==> src/wps_pkg.sv <==
// Shared types, widths and register indexes of the waypoint stepper.
package wps_pkg;

  localparam int FRAC_BITS = 16;
  localparam int COORD_W   = 32;
  localparam int STEP_W    = 16;
  localparam int LEG_W     = 2;

  localparam int CFG_IDX_W  = 3;
  localparam int CFG_DATA_W = COORD_W;

  localparam int MAG_W      = COORD_W;
  localparam int SC_W       = COORD_W - 1;
  localparam int SQ_W       = 2 * COORD_W;
  localparam int ROOT_W     = COORD_W;
  localparam int NUM_W      = ROOT_W + STEP_W;
  localparam int CNT_W      = $clog2(SC_W);
  localparam int ROOT_CNT_W = $clog2(ROOT_W);
  localparam int DIV_CNT_W  = $clog2(STEP_W);

  localparam logic [STEP_W-1:0] STEP_RESET = STEP_W'(33);

  localparam logic [CFG_IDX_W-1:0] CFG_START_X    = CFG_IDX_W'(0);
  localparam logic [CFG_IDX_W-1:0] CFG_START_Y    = CFG_IDX_W'(1);
  localparam logic [CFG_IDX_W-1:0] CFG_MIDDLE_X   = CFG_IDX_W'(2);
  localparam logic [CFG_IDX_W-1:0] CFG_MIDDLE_Y   = CFG_IDX_W'(3);
  localparam logic [CFG_IDX_W-1:0] CFG_END_X      = CFG_IDX_W'(4);
  localparam logic [CFG_IDX_W-1:0] CFG_END_Y      = CFG_IDX_W'(5);
  localparam logic [CFG_IDX_W-1:0] CFG_USE_MIDDLE = CFG_IDX_W'(6);
  localparam logic [CFG_IDX_W-1:0] CFG_STEP_LEN   = CFG_IDX_W'(7);

  typedef struct packed {
    logic signed [COORD_W-1:0] current_x;
    logic signed [COORD_W-1:0] current_y;
  } in_word_t;

  typedef struct packed {
    logic signed [COORD_W-1:0] next_x;
    logic signed [COORD_W-1:0] next_y;
    logic                      moved;
    logic [LEG_W-1:0]          leg;
  } out_word_t;

endpackage

==> src/waypoint_pingpong_stepper_core.sv <==
// Waypoint stepper top level: sequencer, serial squarer, target and leg logic.
//
// Input channel in_valid_i/in_ready_o carries one word with the present position.
// Output channel out_valid_o/out_ready_i returns one word per input: the new
// position, a moved flag and the path leg after the tick.
// Configuration: cfg_we_i writes cfg_wdata_i to register cfg_idx_i.
// A word that reaches its target is answered after the squaring pass; a word
// that steps also goes through the square root and the divisions. The squares
// of both deltas and the products with step_length come from one bit-serial
// pass; the square root takes two radicand bits a cycle; both axis divisions
// run in parallel at one quotient bit a cycle. One word is worked on at a
// time; the next word is taken as soon as the sequencer is back in idle, even
// while the previous result still waits.
// If the receiver stalls, the result register holds its word and a finished
// second word waits in the sequencer until the register frees.
// Reset clears the leg to zero, the configuration to its defaults (all points
// at the origin, no middle point, step_length 33) and empties the output.
module waypoint_pingpong_stepper_core (
  input  logic                              clk_i,
  input  logic                              rst_ni,
  input  logic                              in_valid_i,
  output logic                              in_ready_o,
  input  wps_pkg::in_word_t                 in_data_i,
  output logic                              out_valid_o,
  input  logic                              out_ready_i,
  output wps_pkg::out_word_t                out_data_o,
  input  logic                              cfg_we_i,
  input  logic [wps_pkg::CFG_IDX_W-1:0]     cfg_idx_i,
  input  logic [wps_pkg::CFG_DATA_W-1:0]    cfg_wdata_i
);

  localparam int CW = wps_pkg::COORD_W;

  localparam logic [2:0] S_IDLE = 3'd0;
  localparam logic [2:0] S_PREP = 3'd1;
  localparam logic [2:0] S_SQ   = 3'd2;
  localparam logic [2:0] S_ARR  = 3'd3;
  localparam logic [2:0] S_SQRT = 3'd4;
  localparam logic [2:0] S_DIV  = 3'd5;
  localparam logic [2:0] S_FIN  = 3'd6;
  localparam logic [2:0] S_OUT  = 3'd7;

  localparam logic [wps_pkg::MAG_W-1:0] ONE     = wps_pkg::MAG_W'(1) << wps_pkg::FRAC_BITS;
  localparam logic [wps_pkg::SQ_W-1:0]  ARR_LIM = wps_pkg::SQ_W'(1) << (2 * wps_pkg::FRAC_BITS);

  // configuration
  logic [CW-1:0]               start_x_q, start_y_q, middle_x_q, middle_y_q, end_x_q, end_y_q;
  logic                        use_middle_q;
  logic [wps_pkg::STEP_W-1:0]  step_q;

  // control
  logic [2:0]                  state_q;
  logic [wps_pkg::CNT_W-1:0]   cnt_q;
  logic [wps_pkg::LEG_W-1:0]   leg_q;
  logic                        out_valid_q;

  // datapath
  wps_pkg::in_word_t           cur_q;
  wps_pkg::out_word_t          res_q, out_q;
  logic                        negx_q, negy_q, near_q;
  logic [wps_pkg::SC_W-1:0]    sx_q, sy_q;
  logic [wps_pkg::SQ_W-1:0]    xs_q, ys_q, acc_q;
  logic [wps_pkg::STEP_W-1:0]  step_sr_q;
  logic [wps_pkg::NUM_W-1:0]   px_q, py_q;

  logic [CW-1:0]               tx, ty;
  logic signed [CW:0]          dx, dy;
  logic [wps_pkg::MAG_W-1:0]   ax, ay;
  logic                        big;
  logic [wps_pkg::SQ_W-1:0]    sum100;
  logic                        arrived;
  logic [wps_pkg::LEG_W-1:0]   leg_next;
  logic                        out_free;

  logic                        sqrt_start, sqrt_done;
  logic [wps_pkg::ROOT_W-1:0]  root;
  logic [wps_pkg::ROOT_W-1:0]  den;
  logic [wps_pkg::NUM_W-1:0]   num_x, num_y;
  logic                        div_start, div_done_x, div_done_y;
  logic [wps_pkg::STEP_W-1:0]  qx, qy;
  logic signed [CW-1:0]        nx, ny;

  function automatic logic signed [CW-1:0] step_sat(input logic signed [CW-1:0] c,
                                                    input logic neg,
                                                    input logic [wps_pkg::STEP_W-1:0] q);
    logic signed [CW+1:0] s;
    logic signed [CW+1:0] qe;
    qe = $signed({{(CW + 2 - wps_pkg::STEP_W){1'b0}}, q});
    s  = neg ? ($signed({{2{c[CW-1]}}, c}) - qe) : ($signed({{2{c[CW-1]}}, c}) + qe);
    if (s[CW+1:CW-1] != 3'b000 && s[CW+1:CW-1] != 3'b111) begin
      step_sat = s[CW+1] ? {1'b1, {(CW-1){1'b0}}} : {1'b0, {(CW-1){1'b1}}};
    end else begin
      step_sat = s[CW-1:0];
    end
  endfunction

  // target select
  always_comb begin
    if (use_middle_q) begin
      case (leg_q)
        2'd1: begin
          tx = end_x_q;
          ty = end_y_q;
        end
        2'd3: begin
          tx = start_x_q;
          ty = start_y_q;
        end
        default: begin
          tx = middle_x_q;
          ty = middle_y_q;
        end
      endcase
    end else if (leg_q == '0) begin
      tx = end_x_q;
      ty = end_y_q;
    end else begin
      tx = start_x_q;
      ty = start_y_q;
    end
  end

  assign dx   = $signed({tx[CW-1], tx}) - $signed({cur_q.current_x[CW-1], cur_q.current_x});
  assign dy   = $signed({ty[CW-1], ty}) - $signed({cur_q.current_y[CW-1], cur_q.current_y});
  assign ax   = dx[CW] ? wps_pkg::MAG_W'(-dx) : wps_pkg::MAG_W'(dx);
  assign ay   = dy[CW] ? wps_pkg::MAG_W'(-dy) : wps_pkg::MAG_W'(dy);
  assign big  = ax[wps_pkg::MAG_W-1] | ay[wps_pkg::MAG_W-1];

  // 100 * sum of squares
  assign sum100   = (acc_q << 6) + (acc_q << 5) + (acc_q << 2);
  assign arrived  = near_q && (sum100 < ARR_LIM);
  assign leg_next = use_middle_q ? (leg_q + 1'b1) : {1'b0, ~leg_q[0]};
  assign out_free = !out_valid_q || out_ready_i;

  assign sqrt_start = (state_q == S_ARR) && !arrived;
  assign div_start  = (state_q == S_SQRT) && sqrt_done;
  assign den        = (root == '0) ? wps_pkg::ROOT_W'(1) : root;
  assign num_x      = px_q + {{wps_pkg::STEP_W{1'b0}}, (root >> 1)};
  assign num_y      = py_q + {{wps_pkg::STEP_W{1'b0}}, (root >> 1)};
  assign nx         = step_sat(cur_q.current_x, negx_q, qx);
  assign ny         = step_sat(cur_q.current_y, negy_q, qy);

  wps_sqrt u_sqrt (
    .clk_i   (clk_i),
    .rst_ni  (rst_ni),
    .start_i (sqrt_start),
    .rad_i   (acc_q),
    .done_o  (sqrt_done),
    .root_o  (root)
  );

  wps_div u_div_x (
    .clk_i   (clk_i),
    .rst_ni  (rst_ni),
    .start_i (div_start),
    .num_i   (num_x),
    .den_i   (den),
    .done_o  (div_done_x),
    .quo_o   (qx)
  );

  wps_div u_div_y (
    .clk_i   (clk_i),
    .rst_ni  (rst_ni),
    .start_i (div_start),
    .num_i   (num_y),
    .den_i   (den),
    .done_o  (div_done_y),
    .quo_o   (qy)
  );

  // configuration registers
  always_ff @(posedge clk_i or negedge rst_ni) begin
    if (!rst_ni) begin
      start_x_q    <= '0;
      start_y_q    <= '0;
      middle_x_q   <= '0;
      middle_y_q   <= '0;
      end_x_q      <= '0;
      end_y_q      <= '0;
      use_middle_q <= 1'b0;
      step_q       <= wps_pkg::STEP_RESET;
    end else if (cfg_we_i) begin
      case (cfg_idx_i)
        wps_pkg::CFG_START_X:    start_x_q    <= cfg_wdata_i;
        wps_pkg::CFG_START_Y:    start_y_q    <= cfg_wdata_i;
        wps_pkg::CFG_MIDDLE_X:   middle_x_q   <= cfg_wdata_i;
        wps_pkg::CFG_MIDDLE_Y:   middle_y_q   <= cfg_wdata_i;
        wps_pkg::CFG_END_X:      end_x_q      <= cfg_wdata_i;
        wps_pkg::CFG_END_Y:      end_y_q      <= cfg_wdata_i;
        wps_pkg::CFG_USE_MIDDLE: use_middle_q <= cfg_wdata_i[0];
        wps_pkg::CFG_STEP_LEN:   step_q       <= cfg_wdata_i[wps_pkg::STEP_W-1:0];
        default: ;
      endcase
    end
  end

  // sequencer
  always_ff @(posedge clk_i or negedge rst_ni) begin
    if (!rst_ni) begin
      state_q <= S_IDLE;
      cnt_q   <= '0;
      leg_q   <= '0;
    end else begin
      case (state_q)
        S_IDLE: begin
          if (in_valid_i) begin
            state_q <= S_PREP;
          end
        end
        S_PREP: begin
          cnt_q   <= '0;
          state_q <= S_SQ;
        end
        S_SQ: begin
          cnt_q <= cnt_q + 1'b1;
          if (cnt_q == wps_pkg::CNT_W'(wps_pkg::SC_W - 1)) begin
            state_q <= S_ARR;
          end
        end
        S_ARR: begin
          if (arrived) begin
            leg_q   <= leg_next;
            state_q <= S_OUT;
          end else begin
            state_q <= S_SQRT;
          end
        end
        S_SQRT: begin
          if (sqrt_done) begin
            state_q <= S_DIV;
          end
        end
        S_DIV: begin
          if (div_done_x && div_done_y) begin
            state_q <= S_FIN;
          end
        end
        S_FIN: begin
          state_q <= S_OUT;
        end
        S_OUT: begin
          if (out_free) begin
            state_q <= S_IDLE;
          end
        end
        default: state_q <= S_IDLE;
      endcase
    end
  end

  // output valid
  always_ff @(posedge clk_i or negedge rst_ni) begin
    if (!rst_ni) begin
      out_valid_q <= 1'b0;
    end else if ((state_q == S_OUT) && out_free) begin
      out_valid_q <= 1'b1;
    end else if (out_ready_i) begin
      out_valid_q <= 1'b0;
    end
  end

  // datapath
  always_ff @(posedge clk_i) begin
    case (state_q)
      S_IDLE: begin
        if (in_valid_i) begin
          cur_q <= in_data_i;
        end
      end
      S_PREP: begin
        negx_q    <= dx[CW];
        negy_q    <= dy[CW];
        near_q    <= (ax < ONE) && (ay < ONE);
        sx_q      <= big ? ax[wps_pkg::MAG_W-1:1] : ax[wps_pkg::SC_W-1:0];
        sy_q      <= big ? ay[wps_pkg::MAG_W-1:1] : ay[wps_pkg::SC_W-1:0];
        xs_q      <= wps_pkg::SQ_W'(big ? ax[wps_pkg::MAG_W-1:1] : ax[wps_pkg::SC_W-1:0]);
        ys_q      <= wps_pkg::SQ_W'(big ? ay[wps_pkg::MAG_W-1:1] : ay[wps_pkg::SC_W-1:0]);
        step_sr_q <= step_q;
        acc_q     <= '0;
        px_q      <= '0;
        py_q      <= '0;
      end
      S_SQ: begin
        acc_q     <= acc_q + (sx_q[0] ? xs_q : '0) + (sy_q[0] ? ys_q : '0);
        px_q      <= px_q + (step_sr_q[0] ? xs_q[wps_pkg::NUM_W-1:0] : '0);
        py_q      <= py_q + (step_sr_q[0] ? ys_q[wps_pkg::NUM_W-1:0] : '0);
        sx_q      <= sx_q >> 1;
        sy_q      <= sy_q >> 1;
        xs_q      <= xs_q << 1;
        ys_q      <= ys_q << 1;
        step_sr_q <= step_sr_q >> 1;
      end
      S_ARR: begin
        if (arrived) begin
          res_q.next_x <= cur_q.current_x;
          res_q.next_y <= cur_q.current_y;
          res_q.moved  <= 1'b0;
          res_q.leg    <= leg_next;
        end
      end
      S_FIN: begin
        res_q.next_x <= nx;
        res_q.next_y <= ny;
        res_q.moved  <= 1'b1;
        res_q.leg    <= leg_q;
      end
      S_OUT: begin
        if (out_free) begin
          out_q <= res_q;
        end
      end
      default: ;
    endcase
  end

  assign in_ready_o  = (state_q == S_IDLE);
  assign out_valid_o = out_valid_q;
  assign out_data_o  = out_q;

endmodule

==> src/wps_sqrt.sv <==
// Integer square root, two radicand bits per cycle.
module wps_sqrt (
  input  logic                           clk_i,
  input  logic                           rst_ni,
  input  logic                           start_i,
  input  logic [wps_pkg::SQ_W-1:0]       rad_i,
  output logic                           done_o,
  output logic [wps_pkg::ROOT_W-1:0]     root_o
);

  localparam int REM_W = wps_pkg::ROOT_W + 2;

  logic                              busy_q;
  logic                              done_q;
  logic [wps_pkg::ROOT_CNT_W-1:0]    cnt_q;
  logic [wps_pkg::SQ_W-1:0]          rad_q;
  logic [REM_W-1:0]                  rem_q;
  logic [wps_pkg::ROOT_W-1:0]        root_q;
  logic [REM_W-1:0]                  rem_try;
  logic [REM_W-1:0]                  sub_try;
  logic                              ge;
  logic                              last;

  assign rem_try = {rem_q[REM_W-3:0], rad_q[wps_pkg::SQ_W-1 -: 2]};
  assign sub_try = {root_q, 2'b01};
  assign ge      = rem_try >= sub_try;
  assign last    = (cnt_q == wps_pkg::ROOT_CNT_W'(wps_pkg::ROOT_W - 1));

  always_ff @(posedge clk_i or negedge rst_ni) begin
    if (!rst_ni) begin
      busy_q <= 1'b0;
      done_q <= 1'b0;
      cnt_q  <= '0;
    end else begin
      done_q <= !start_i && busy_q && last;
      if (start_i) begin
        busy_q <= 1'b1;
        cnt_q  <= '0;
      end else if (busy_q) begin
        cnt_q <= cnt_q + 1'b1;
        if (last) begin
          busy_q <= 1'b0;
        end
      end
    end
  end

  always_ff @(posedge clk_i) begin
    if (start_i) begin
      rad_q  <= rad_i;
      rem_q  <= '0;
      root_q <= '0;
    end else if (busy_q) begin
      rad_q  <= rad_q << 2;
      rem_q  <= ge ? (rem_try - sub_try) : rem_try;
      root_q <= {root_q[wps_pkg::ROOT_W-2:0], ge};
    end
  end

  assign done_o = done_q;
  assign root_o = root_q;

endmodule

==> src/wps_div.sv <==
// Restoring divider, one quotient bit per cycle, quotient known to fit STEP_W bits.
module wps_div (
  input  logic                           clk_i,
  input  logic                           rst_ni,
  input  logic                           start_i,
  input  logic [wps_pkg::NUM_W-1:0]      num_i,
  input  logic [wps_pkg::ROOT_W-1:0]     den_i,
  output logic                           done_o,
  output logic [wps_pkg::STEP_W-1:0]     quo_o
);

  logic                              busy_q;
  logic                              done_q;
  logic [wps_pkg::DIV_CNT_W-1:0]     cnt_q;
  logic [wps_pkg::ROOT_W-1:0]        rem_q;
  logic [wps_pkg::ROOT_W-1:0]        den_q;
  logic [wps_pkg::STEP_W-1:0]        low_q;
  logic [wps_pkg::ROOT_W:0]          t;
  logic [wps_pkg::ROOT_W:0]          t_sub;
  logic                              ge;
  logic                              last;

  assign t     = {rem_q, low_q[wps_pkg::STEP_W-1]};
  assign ge    = t >= {1'b0, den_q};
  assign t_sub = t - {1'b0, den_q};
  assign last  = (cnt_q == wps_pkg::DIV_CNT_W'(wps_pkg::STEP_W - 1));

  always_ff @(posedge clk_i or negedge rst_ni) begin
    if (!rst_ni) begin
      busy_q <= 1'b0;
      done_q <= 1'b0;
      cnt_q  <= '0;
    end else begin
      done_q <= !start_i && busy_q && last;
      if (start_i) begin
        busy_q <= 1'b1;
        cnt_q  <= '0;
      end else if (busy_q) begin
        cnt_q <= cnt_q + 1'b1;
        if (last) begin
          busy_q <= 1'b0;
        end
      end
    end
  end

  always_ff @(posedge clk_i) begin
    if (start_i) begin
      rem_q <= num_i[wps_pkg::NUM_W-1:wps_pkg::STEP_W];
      low_q <= num_i[wps_pkg::STEP_W-1:0];
      den_q <= den_i;
    end else if (busy_q) begin
      rem_q <= ge ? t_sub[wps_pkg::ROOT_W-1:0] : t[wps_pkg::ROOT_W-1:0];
      low_q <= {low_q[wps_pkg::STEP_W-2:0], ge};
    end
  end

  assign done_o = done_q;
  assign quo_o  = low_q;

endmodule

==> config.mk <==
export PLATFORM = sky130hd
export DESIGN_NAME = waypoint_pingpong_stepper_core
export DESIGN_NICKNAME = d
export VERILOG_FILES = /design/src/wps_pkg.sv /design/src/waypoint_pingpong_stepper_core.sv /design/src/wps_sqrt.sv /design/src/wps_div.sv
export SDC_FILE = /design/constraint.sdc
export NUM_CORES = 2
export LEC_CHECK = 0
export BUFFER_PORTS_ARGS = -buffer_cell sky130_fd_sc_hd__buf_2
export CORE_MARGIN = 8
export CORE_UTILIZATION = 55
export DETAILED_ROUTE_END_ITERATION = 8
export HOLD_SLACK_MARGIN = 0.15
export PLACE_DENSITY = 0.71
export SYNTH_ARGS = -nofsm -noshare
export SYNTH_HDL_FRONTEND = slang
export SYNTH_SLANG_ARGS = --single-unit
==> constraint.sdc <==
create_clock -name clk_i -period 10.5 [get_ports clk_i]
set_input_delay 1.05 -clock clk_i [delete_from_list [all_inputs] [get_ports clk_i]]
set_output_delay 1.05 -clock clk_i [all_outputs]
set_load 0.01 [all_outputs]
Word level (Yosys, flattened, before mapping)
Cells that the tools add are included.
- memory bits (writable): 0
- memory bits (read-only): 0
- logic and storage cells: 225
- bits of input ports: 104
- bits in registers: 1062
- latch bits: 0
- memories kept: 0
- eq/ne operators: 28
- shifts and indexed selects: 0
- divide/modulo/power cells: 0
- reductions and logical operators: 44
- $lt $le $gt $ge: 6
- bitwise gates (word level): 2
- $add $sub $neg: 24
- $mul: 0
- muxes and demuxes: 71
- operator list (cell ; number):
    32-bit two-way mux ; 17
    64-bit case mux with 2 select lines ; 3
    64-bit adder ; 4
    64-bit two-way mux ; 4
    48-bit case mux with 2 select lines ; 2
    67-bit case mux with 2 select lines ; 1
    32-bit case mux with 2 select lines ; 2
    31-bit two-way mux ; 4
    31-bit case mux with 2 select lines ; 2
    48-bit by 31-bit adder with 48-bit output ; 2
    48-bit adder ; 2
    48-bit two-way mux ; 2
    32-bit subtractor ; 3
    34-bit two-way mux ; 2
    67-bit two-way mux ; 1
    32-bit by 17-bit adder with 33-bit output ; 2
    33-bit by 32-bit >= comparator with 1-bit output ; 2
    32-bit by 17-bit subtractor with 33-bit output ; 2
    32-bit by 32-bit subtractor with 33-bit output ; 2
    32-bit by 17-bit < comparator with 1-bit output, second input constant ; 2
    64-bit by 33-bit < comparator with 1-bit output, second input constant ; 1
    16-bit two-way mux ; 4
    32-bit negation ; 2
    34-bit >= comparator ; 1
    other kinds (33) ; 106

Logic depth before layout (Yosys ltp)
- word-level depth: 9
- gate-level depth with buffers: 27
- mapped depth without buffers: 24

Modules after synthesis
Synthesis repeated with hierarchy kept, for this count alone.
- cells, all modules: 7969
- area, all modules: 78362.7 um^2
- modules (own cells, without submodules) (module ; sequential area each (um^2) ; cells an instance ; area each (um^2) ; instances):
    waypoint_pingpong_stepper_core ; 22534.1 ; 6144 ; 59773.6 ; 1
    wps_div ; 2552.4 ; 547 ; 5544.1 ; 2
    wps_sqrt ; 3378.2 ; 731 ; 7500.9 ; 1

Least setup slack after synthesis
OpenSTA, ideal clock, no wires.
- path kind: register to register
- start: reg state_q[0]
- end: reg cnt_q[2] in the netlist's numbering
- buffers on the path: 1
- setup slack: 1.318 ns
- stages on the path, launching flop included: 8
- data arrival time: 9.047 ns
- setup time: 0.134 ns
- clock period less this slack: 9.182 ns
- cells stage by stage: dfrtp_1 clkbuf_1 nand2b_1 a21o_1 inv_1 o21ai_0 nand2_1 o21ai_0
- word-level cells in the longest chain between the ends: 2
- elaborated cells between the ends (all ways): 4
- ends and longest elaborated chain (what ; line ; text):
    from (decl) ; waypoint_pingpong_stepper_core.sv:52 ; logic [2:0] state_q;
    from (signal assigned) ; waypoint_pingpong_stepper_core.sv:201 ; state_q <= S_IDLE;
    from (signal assigned) ; waypoint_pingpong_stepper_core.sv:208 ; state_q <= S_PREP;
    from (signal assigned) ; waypoint_pingpong_stepper_core.sv:213 ; state_q <= S_SQ;
    3-bit by 2-bit == test with 1-bit output or 3-bit by 1-bit == test with 1-bit output (tied branches) ; waypoint_pingpong_stepper_core.sv:205 ; case (state_q)
    5-bit case mux with 2 select lines or 2-bit nonzero test (tied branches) ; -- ;
    to (signal assigned) ; waypoint_pingpong_stepper_core.sv:216 ; cnt_q <= cnt_q + 1'b1;
    to (decl) ; waypoint_pingpong_stepper_core.sv:53 ; logic [wps_pkg::CNT_W-1:0] cnt_q;
Parallel ways exist; a longest one is shown, timed or not.
A chain may end at the register's enable or synchronous reset.

Worst setup path in the final report
- start: reg leg_q[0] in the netlist's numbering
- end: reg sx_q[4] in the netlist's numbering (data pin)
- word-level cells in the longest chain between the ends: 9
- elaborated cells between the ends (all ways): 18
- ends and longest elaborated chain (what ; line ; text):
    from (decl) ; waypoint_pingpong_stepper_core.sv:54 ; logic [wps_pkg::LEG_W-1:0] leg_q;
    from (signal assigned) ; waypoint_pingpong_stepper_core.sv:223 ; leg_q <= leg_next;
    2-bit == test (tied with other cells) ; waypoint_pingpong_stepper_core.sv:100 ; case (leg_q)
    32-bit case mux with 2 select lines or 32-bit two-way mux (tied branches) ; waypoint_pingpong_stepper_core.sv:100, waypoint_pingpong_stepper_core.sv:114 ;
    32-bit two-way mux ; waypoint_pingpong_stepper_core.sv:99 ; if (use_middle_q) begin
    32-bit by 32-bit subtractor with 33-bit output (on tied branches) ; waypoint_pingpong_stepper_core.sv:123, waypoint_pingpong_stepper_core.sv:124 ;
    32-bit negation (on tied branches) ; waypoint_pingpong_stepper_core.sv:125, waypoint_pingpong_stepper_core.sv:126 ;
    32-bit two-way mux (on tied branches) ; waypoint_pingpong_stepper_core.sv:125, waypoint_pingpong_stepper_core.sv:126 ;
    1-bit bitwise OR ; waypoint_pingpong_stepper_core.sv:127 ; assign big = ax[wps_pkg::MAG_W-1] | ay[wps_pkg::MAG_W-1];
    31-bit two-way mux (*) ; waypoint_pingpong_stepper_core.sv:275 ; sx_q <= big ? ax[wps_pkg::MAG_W-1:1] : ax[wps_pkg::SC_W-1:0];
    31-bit case mux with 2 select lines (*) ; waypoint_pingpong_stepper_core.sv:265 ; case (state_q)
    to (signal assigned) ; waypoint_pingpong_stepper_core.sv:275 ;
    to (signal assigned) ; waypoint_pingpong_stepper_core.sv:288 ; sx_q <= sx_q >> 1;
    to (decl) ; waypoint_pingpong_stepper_core.sv:61 ; logic [wps_pkg::SC_W-1:0] sx_q, sy_q;
Mark *: on every way between the ends. The rest lies on a longest branch, timed or not.

==> out/metrics.csv <==
stage,metric,value,unit
critical_path,reg2reg_from,leg_q[0],
grt,grt_pass1_wl,339,mm
logic_synthesis,synth_enable_flop_cells,759,
outcome,status,"finished, final reports clean",
grt,antenna_found_initial,6,
place,port_buffers,172,
drt,routed_via_density,6.25,
run,cap_violations,0,
floorplanning,core_area,137000,µm²
timing,rsz0062_at_grt,false,
grt,grt_use_total,28.3,%
finish,diodes,0,
critical_path,slowest_delay,720,ps
critical_path,reg2reg_depth,23,
critical_path,crit_arrival,8720,ps
min_path,min_path_type,input port to asynchronous set/reset pin,
drt,final_antenna_net_count,0,
clocking,cts_tree,built,
grt,grt_max_degree,186,
clocking,postCtsHoldBufs,0,
critical_path,critical_path_class,flip-flop to flip-flop,
timing,finalSetupViolCount,0,
floorplanning,dieHeight,388,µm
clocking,clock_latency,770,ps
floorplanning,pin_count,173,
finish,syn_to_final_growth,8.13,%
finish,drive_gt1_share,10.5,%
critical_path,crit_fanout,75,
logic_synthesis,netlist_area,75900,µm²
drt,via_count,60600,
timing,drv_slew,0,
place,routabilityCongestion,0.965,
logic_synthesis,ys_warn_count,0,
finish,final_cells,9694,
logic_synthesis,synth_cell_types,115,
critical_path,cp-start-kind,flip-flop,
critical_path,required,11010,ps
power,leakagePower,34.5,nW
finish,multi_input_area,43300,µm²
drt,drc_errors,0,
timing,hold_viol_final,0,
drt,drt_iter0_markers,5608,
clocking,cts_setup_buffers,0,
critical_path,crit_start,leg_q[0],
power,power,30.1,mW
place,dp.cells,9475,
timing,period_share,78.1,%
power,vdd_drop_max,0.000270,V
place,place.detailed.hpwl,167,mm
critical_path,critPathSlowestCell,buf_4,
timing,worstMarginPinSlew,1220,ps
logic_synthesis,synth_fp_nets,8583,
logic_synthesis,avgSynthCellArea,9.69,µm²
clocking,cts_root_buffer,clkbuf_16,
clocking,cts_buffers,117,
floorplanning,start_util,55.3,%
power,power_density,367,nW/µm²
critical_path,worst_r2r_endpoint,sx_q[4],
drt,detail_route.wl_per_cell,22.9,µm
floorplanning,rows,136,
clocking,cts_resized,0,
logic_synthesis,yosysSeqAreaShare,39.6,%
finish,fill_cells,11600,
clocking,htreeDepth,3,
timing,slew_headroom,17.9,%
critical_path,r2r_setup_slack,2300,ps
finish,num-nets-final,8552,
critical_path,cp-end-kind,flip-flop,
logic_synthesis,async_reset_ff_share,22.5,%
drt,first_pass_iters,8,
timing,finalSetupTns,0,ps
clocking,path_clk_slew,60,ps
finish,seqCellArea,30100,µm²
timing,fin_skew,80.3,ps
grt,grt_pass1_vias,57700,
logic_synthesis,ys.flop_type,edfxtp_1,
logic_synthesis,synth-seq-cells,1062,
drt,wirelength,222,mm
clocking,cts_buffer_depth,3,
floorplanning,die-area,150000,µm²
clocking,cts_sinks,1062,
timing,fmax,122,MHz
floorplanning,die_w,388,µm
critical_path,path_cells,"inv_1, ha_4, buf_4, mux2_2, o21ai_0, ha_1, inv_1, fa_1, a21o_1, a22o_1, a31o_2, or4_4, a32oi_2, o2111ai_2, nor4b_4, nor3b_4, a41oi_4, xnor2_4, nor2_4, buf_4, nand3_1, a221oi_2, nor2_1",
timing,min_period,8200,ps
logic_synthesis,synth_cells,7831,
grt,grt-ovfl-total,0,
==> where the power goes <==
group | switching, mW | internal (mW)
logic | 10.9 | 7.13
clock network | 1.84 | 2.37
registers | 1.35 | 6.52
total | 14.1 | 16.0
==> routing by layer <==
metal / wire length (µm) / GRT usage (%) / up-vias / share of wire (%)
met3: 17200 / 5.04 / 378 / 7.8
met4: 8020 / 9.27 / 4 / 3.6
met2: 97800 / 43.7 / 2075 / 44
li1: - / - / 28500 / -
met5: 26 / 0 / - / 0.012
met1: 99000 / 40.5 / 29700 / 45
==> worst max-delay path by stage <==
| stage | endpoint | cells past startpoint |
|---|---|---|
| 6_report | sx_q[4] | 23 |
| 5_1_grt | xs_q[18] | 22 |
| 4_1_cts | xs_q[4] | 23 |
| 3_5_place_dp | sx_q[4] | 23 |
| 3_3_place_gp | sx_q[4] | 23 |
| 2_1_floorplan | cnt_q[2] | 7 |
==> flip-flops by register name, summed over array words and instances, names as in the netlist, 31 cells and up <==
register / flops
acc_q: 64
res_q: 67
middle_x_q: 32
end_y_q: 32
u_div_x.rem_q: 32
px_q: 48
middle_y_q: 32
cur_q: 64
start_y_q: 32
end_x_q: 32
u_div_x.den_q: 32
u_sqrt.rad_q: 64
u_div_y.rem_q: 32
sx_q: 31
u_sqrt.rem_q: 32
xs_q: 64
out_data_o: 67
py_q: 48
start_x_q: 32
sy_q: 31
ys_q: 64
u_sqrt.root_o: 32
==> final cells by class <==
cell class                 count  share of cell area (%)
inverter                     322                    1.48
clock inverter                75                   0.982
timing repair buffer         230                    1.61
clock buffer                 144                    3.80
multi-input combinational   6067                    52.8
tap                         1794                    2.73
sequential                  1062                    36.6
==> cells by family after synthesis <==
kind of cell             Yosys count  share of synthesized area, %
AO/OA/AOI/OAI                   2083                          17.9
flip-flops                      1062                          39.6
multiplexers                     362                          5.26
buffers and inverters            702                          3.55
AND/OR/NAND/NOR                 2453                          15.7
XOR/XNOR                         499                          5.78
adder cells (fa/ha/maj)          670                          12.3
==> cell usage in the layout (no fill, tap or decap), types with 46 or more instances in the layout <==
master,count
mux2_2,288
buf_4,57
dfxtp_1,64
ha_1,514
and2_1,248
mux2i_1,72
edfxtp_1,759
xor2_1,198
nand3_1,144
a211oi_1,162
and3_1,132
clkbuf_16,118
a31oi_1,130
o211ai_1,46
o21bai_1,57
o21a_1,59
inv_1,318
nand2b_1,70
fa_1,131
xnor2_1,298
a22oi_1,70
buf_2,171
nor3_1,111
nor2_1,633
nand4_1,74
a21oi_1,545
o21ai_0,380
nor2b_1,142
nand2_1,711
dfrtp_1,234
a21o_1,318
==> synth_stat cells (all sizes together), types with 38 or more instances <==
cell type / number / share of area (%)
a22oi: 70 / 0.69
nand3: 144 / 0.95
o21bai: 57 / 0.56
inv: 319 / 1.6
o21ai: 400 / 2.6
edfxtp: 759 / 30
a21oi: 546 / 3.6
mux2: 290 / 4.3
fa: 131 / 3.5
a211oi: 165 / 1.6
nor4: 38 / 0.32
and3: 132 / 1.1
dfxtp: 64 / 1.7
a21o: 324 / 3.2
nand2: 714 / 3.5
and2: 250 / 2.1
xnor2: 299 / 3.5
o211ai: 47 / 0.47
ha: 517 / 8.5
mux2i: 72 / 0.95
dfrtp: 237 / 7.8
nand4: 74 / 0.61
xor2: 200 / 2.3
nor2: 638 / 3.2
nor2b: 143 / 1.2
nand2b: 72 / 0.59
clkbuf: 348 / 1.7
o21a: 59 / 0.58
nor3: 113 / 0.74
a31oi: 130 / 1.1
==> worst max-delay path, delay by kind of cell (launching register included) <==
| kind | cells | cell delay (ps) |
|---|---|---|
| AOI/OAI and AO/OA | 8 | 2000 |
| xor gates and xnor gates | 1 | 230 |
| adders and majority gates | 3 | 1170 |
| buffers and inverters | 4 | 1520 |
| DFF | 1 | 450 |
| muxes | 1 | 410 |
| and+or+nand+nor | 6 | 2100 |
==> metrics by stage <==
step / worst slack (ps) / hold slack, ps / utilization, % / cell area, µm²
2_1_floorplan: 1320 / 400 / - / 75900
3_3_place_gp: 2630 / 405 / 56.9 / 78200
3_5_place_dp: 2430 / 405 / 56.9 / 78200
4_1_cts: 2390 / 329 / 59.8 / 82100
5_1_grt: 1850 / 386 / 59.8 / 82100
6_report: 2300 / 351 / 59.8 / 82100
No activity file was read; power rests on OpenSTA's default activity.
